## src/i8gd_pkg.sv

```systemverilog
// Package for the int8 GEMM tile engine with row/column dequantization.
// Holds shared widths, default parameters and the element tag type.
// No dependencies.
package i8gd_pkg;

  localparam int TILE_ROWS_DEF = 8;
  localparam int TILE_COLS_DEF = 8;
  localparam int ACC_BITS_DEF  = 32;

  localparam int IDX_W   = 3;   // row, column and lane index width
  localparam int SCALE_W = 24;  // signed Q4.20 scale
  localparam int BYTE_W  = 8;
  localparam int HALF_W  = 16;
  localparam int LANES   = 8;

  localparam logic REQ_LOAD = 1'b0;
  localparam logic REQ_ACC  = 1'b1;

  // Position of one element travelling through the dequant pipeline
  typedef struct packed {
    logic [IDX_W-1:0] row;
    logic [IDX_W-1:0] col;
    logic             last;
  } tag_t;

endpackage

```

## src/i8gd_cell.sv

```systemverilog
// One accumulator cell of the tile chain: multiply-accumulate of two int8
// values, or shift from the neighbor cell while the tile drains.
// Depends on i8gd_pkg.
module i8gd_cell #(
  parameter int ACC_BITS = i8gd_pkg::ACC_BITS_DEF
) (
  input  logic                        clk_i,
  input  logic                        rst_ni,
  input  logic                        acc_en_i,
  input  logic                        shift_en_i,
  input  logic [i8gd_pkg::BYTE_W-1:0] a_i,
  input  logic [i8gd_pkg::BYTE_W-1:0] b_i,
  input  logic [ACC_BITS-1:0]         shift_in_i,
  output logic [ACC_BITS-1:0]         acc_o
);
  import i8gd_pkg::*;

  logic [ACC_BITS-1:0] acc_q, acc_d;
  logic signed [2*BYTE_W-1:0] prod;

  assign prod = $signed(a_i) * $signed(b_i);

  always_comb begin
    acc_d = acc_q;
    if (shift_en_i) begin
      acc_d = shift_in_i;
    end else if (acc_en_i) begin
      acc_d = acc_q + ACC_BITS'(prod);
    end
  end

  always_ff @(posedge clk_i or negedge rst_ni) begin
    if (!rst_ni) begin
      acc_q <= '0;
    end else begin
      acc_q <= acc_d;
    end
  end

  assign acc_o = acc_q;

endmodule

```

## config.mk

```make
export PLATFORM = sky130hd
export DESIGN_NAME = i8gd_cell
export DESIGN_NICKNAME = d
export VERILOG_FILES = /design/src/i8gd_pkg.sv /design/src/i8gd_cell.sv
export SDC_FILE = /design/constraint.sdc
export NUM_CORES = 1
export LEC_CHECK = 0
export ABC_AREA = 1
export BUFFER_PORTS_ARGS = -buffer_cell sky130_fd_sc_hd__buf_2
export CORE_MARGIN = 2
export CORE_UTILIZATION = 39
export DETAILED_ROUTE_END_ITERATION = 10
export PLACE_DENSITY = 0.63
export SLEW_MARGIN = 20
export SYNTH_ARGS = -nofsm -noshare
export SYNTH_HDL_FRONTEND = slang
export SYNTH_SLANG_ARGS = --single-unit
```

## constraint.sdc

```tcl
create_clock -name clk_i -period 5.66 [get_ports clk_i]
set_input_delay 1.132 -clock clk_i [delete_from_list [all_inputs] [get_ports clk_i]]
set_output_delay 1.132 -clock clk_i [all_outputs]
set_load 0.05 [all_outputs]
```

Word level (Yosys, flattened, before mapping)

Cells that the tools add are included.

Register bits: 32

Muxes and demuxes: 2
Add/subtract/negate cells: 1
Reduce and logical (&&, ||, !) cells: 1
Multipliers: 1

Operators with widths:

| kind              | count |
|---|---|
| $mux 32           | 2 |
| $add 32x32->32    | 1 |
| $mul 8x8->16      | 1 |
| $reduce_bool 2->1 | 1 |

Depth between registers and ports, before layout

Depth in word-level cells: 4
Depth in mapped cells: 34
Mapped depth without buffers: 33

Least setup slack after synthesis

Ideal clock, no wire load.

Path type: input-to-reg
Start point: in b_i[2] (netlist bit)
End point: reg acc_q[30], in the netlist acc_o[30]
Slack: -718 ps
Path buffers: 1
Required time: 5,538 ps
Stages on the path: 29
Arrival time: 6,255 ps
Cell sequence: clkbuf_1 nand2_1 inv_1 fa_1 inv_1 fa_1 inv_1 fa_1 inv_1 fa_1 inv_1 ha_1 nand2_1 nor2_1 nand3_1 inv_1 nor2_1 nand2_1 nand2_1 ha_1 a21o_1 a21oi_1 nor2_1 nor2_1 nor2_1 nor2_1 nand3_1 nand3_1 nand2_1

Word-level cells in the longest chain between the ends: 4

Ends and longest elaborated chain:

| element                | RTL line        | source |
|---|---|---|
| start: declaration     | i8gd_cell.sv:12 | `input logic [i8gd_pkg::BYTE_W-1:0] b_i,` |
| $mul 8x8->16           | i8gd_cell.sv:21 | `assign prod = $signed(a_i) * $signed(b_i);` |
| $add 32x32->32         | i8gd_cell.sv:28 | `acc_d = acc_q + ACC_BITS'(prod);` |
| $mux 32                | i8gd_cell.sv:27 | `end else if (acc_en_i) begin` |
| $mux 32                | i8gd_cell.sv:25 | `if (shift_en_i) begin` |
| end signal: assignment | i8gd_cell.sv:34 | `acc_q <= '0;` |
| end signal: assignment | i8gd_cell.sv:36 | `acc_q <= acc_d;` |
| end: declaration       | i8gd_cell.sv:18 | `logic [ACC_BITS-1:0] acc_q, acc_d;` |

Every way passes these cells. The select of a mux whose other input is x is not followed.
A chain may end at the register's enable or synchronous reset.

Worst setup path after layout

Start point: in b_i[7] (netlist bit)
End point: reg acc_q[30], in the netlist acc_o[30]

The elaborated chain is that of the path after synthesis.

==> run_results.csv <==
group,metric,value,unit
yosys,synth-seq-cells,32,
routing,ant_nets,0,
finish,drive_gt1_share,35.1,%
yosys,synthMuxAreaShare,0,%
timing,finClkSkew,0.0109,ns
yosys,ys_types,36,
yosys,synthSimpleGateAreaFrac,27.0,%
setup_path,cp_slowest_stage_delay,0.52,ns
yosys,synth_top_family_by_area,"adder cells",
clock_tree,cts_buffers,5,
routing,via_count,6374,
clock_tree,cts-root-buf,"clkbuf_16",
clock_tree,clkTransAtPathRegs,0.06,ns
die,io_pins,84,
setup_path,crit_type,"in -> reg",
setup_path,crit_top_cell,"nand2_1",
setup_path,crit_path_start,"b_i[7]",
run_status,violations,"negative setup slack",
routing,drt_pre_antenna_iters,5,
yosys,ys_seq_area_share,13.1,%
timing,drv_slew,0,
die,start_util,40.2,%
setup_path,end_kind,"register",
die,rows,45,
timing,setup_ws,-0.254,ns
finish,layout_commonest_cell,"nand2_1",
die,die_y,129,um
placed_design,portBuffers,83,
setup_path,critical_path.startpoint_type,"input port",
yosys,synth_cells,925,
placed_design,gp_congestion,0.941,
finish,final_cell_mix,"nand2_1 (214), inv_1 (198), buf_4 (119)",
grt,grt_overflow,0,
yosys,synth_edf_count,0,
routing,vias_per_cell,4.80,
timing,min_period,5.91,ns
yosys,async_flop_share,100,%
yosys,syn_area_per_cell,6.63,um2
min_path,worstHoldStart,"acc_o[0]",
die,core,15300,um2
timing,hold_viol,0,
timing,tightest_slew,0.831,ns
setup_path,cp_data_arrival_time,6.09,ns
yosys,synthXorXnorAreaFrac,2.86,%
placed_design,dp_hpwl,14000,um
timing,fin_setup_tns,-3.79,ns
yosys,yosysWarningCount,0,
timing,finalSetupViolCount,21,
clock_tree,hold_buffers,0,
routing,drt-initial-drc-count,383,
grt,grt_pass1_wl,29700,um
routing,drt_drc_violations_left,0,
clock_tree,cts_sinks,32,
clock_tree,htreeDepth,2,
routing,wirelength,17800,um
timing,rsz0062_at_grt,"yes",
clock_tree,cts_tree,"built",
yosys,synth_compound_area_share,11.9,%
grt,grt_usage,22.1,%
setup_path,r2r_start,"acc_o[0]",
flow_run,cap_violations,0,
finish,diodes,0,
setup_path,required,5.84,ns
yosys,syn_area,6130,um2
setup_path,worstPathMaxFanout,5,
yosys,syn-num-nets,1093,
clock_tree,insertion_delay,0.29,ns
yosys,synthAdderAreaFrac,30.5,%
timing,fin_crit_sh,104,%
die,die_x,129,um
routing,wl_per_cell,13.4,um
grt,grt_max_degree,35,
yosys,ys.flop_type,"dfrtp_1",
finish,fin_nets,1283,
min_path,hold_path.class,"reg -> reg",
clock_tree,clk_path_buf_depth,2,
timing,max_freq,169,MHz
timing,max_slew_margin,44.6,%
grt,antenna_found_initial,0,
grt,grt_pass1_vias,6240,
setup_path,slowest_stage,"fa_1",
finish,area_growth_syn_to_layout,43.8,%
run_status,outcome,"finished with violations",
finish,largest_reg_flops,32,
die,dieArea,16700,um2
-- timing repair --
action                                  in CTS  in global routing
endpoints found under the setup margin      22                 23
resized for setup                           79                 63
gates cloned                                 1                  0
pin swaps                                   55                 31
setup buffers                               13                 12
-- synthesized netlist by cell type, types with 5 or more instances --
library cell	n	area share (%)
nand2_1	252	15
inv_1	214	13
nor2_1	69	4.2
ha_1	60	12
fa_1	56	18
nand3_1	45	3.7
a21oi_1	39	3.2
dfrtp_1	32	13
o21ai_0	26	2.1
a22oi_1	25	3.1
clkbuf_1	22	1.3
xnor2_1	15	2.1
o21bai_1	8	0.98
nand2_2	7	0.71
o21ai_1	7	0.57
nand4_1	6	0.61
o211ai_1	5	0.61
xor2_1	5	0.71
-- final timing paths --
path                        endpoint  slack, ns  depth (start not counted)
max reg2reg                acc_o[30]       3.28                         12
min                         acc_o[0]       0.52                          2
max in group asynchronous  acc_o[24]       4.19                          1
min in group asynchronous  acc_o[31]       0.95                          1
min reg2reg                 acc_o[0]       0.52                          2
max                        acc_o[30]      -0.25                         31
-- cells by family (layout without fill, tap and decap cells) --
kind of cell / Yosys count / in the layout
flip-flops: 32 / 32
AND/OR/NAND/NOR: 397 / 398
buffers and inverters: 239 / 429
XOR/XNOR: 20 / 20
adder cells (fa/ha/maj): 116 / 116
AO/OA/AOI/OAI: 121 / 121
-- metrics by stage --
stage                     utilization, %  cell area (um2)  instances  setup WS, ns  hold slack (ns)
after floorplan                        -             6720        925        -0.131            0.800
after global placement              51.8             7910       1293        -0.615            0.509
after detailed placement            51.8             7910       1293        -0.650            0.523
after CTS                           55.5             8470       1315        -0.192            0.534
after global routing                57.8             8820       1327        -0.548            0.563
final                               57.8             8820       1327        -0.254            0.524
-- area by class of cell --
type | count | area, um2
multi-input combinational | 655 | 5400
fill | 1421 | 6440
timing repair buffer | 206 | 1390
clock buffer | 6 | 139
clock inverter | 2 | 10.0
inverter | 215 | 816
tap | 211 | 264
sequential | 32 | 801
-- routing by layer --
| layer | up-vias | track usage (%) | part of all wire (%) |
|---|---|---|---|
| met5 | - | 0 | 0 |
| met4 | 0 | 2.24 | 0.47 |
| met3 | 9 | 2.97 | 5.3 |
| met2 | 143 | 38.6 | 49 |
| met1 | 2997 | 30.4 | 45 |
| li1 | 3225 | - | - |
-- critical path: cells and delay by family --
kind | cells | cell delay [ns]
adder cells (fa/ha/maj) | 6 | 2.53
AND/OR/NAND/NOR | 12 | 1.14
XOR/XNOR | 1 | 0.17
AO/OA/AOI/OAI | 3 | 0.31
buffers and inverters | 9 | 0.79
Power is not shown: default switching activity piles up to over one toggle a cycle in this logic, so the estimate is an artifact.
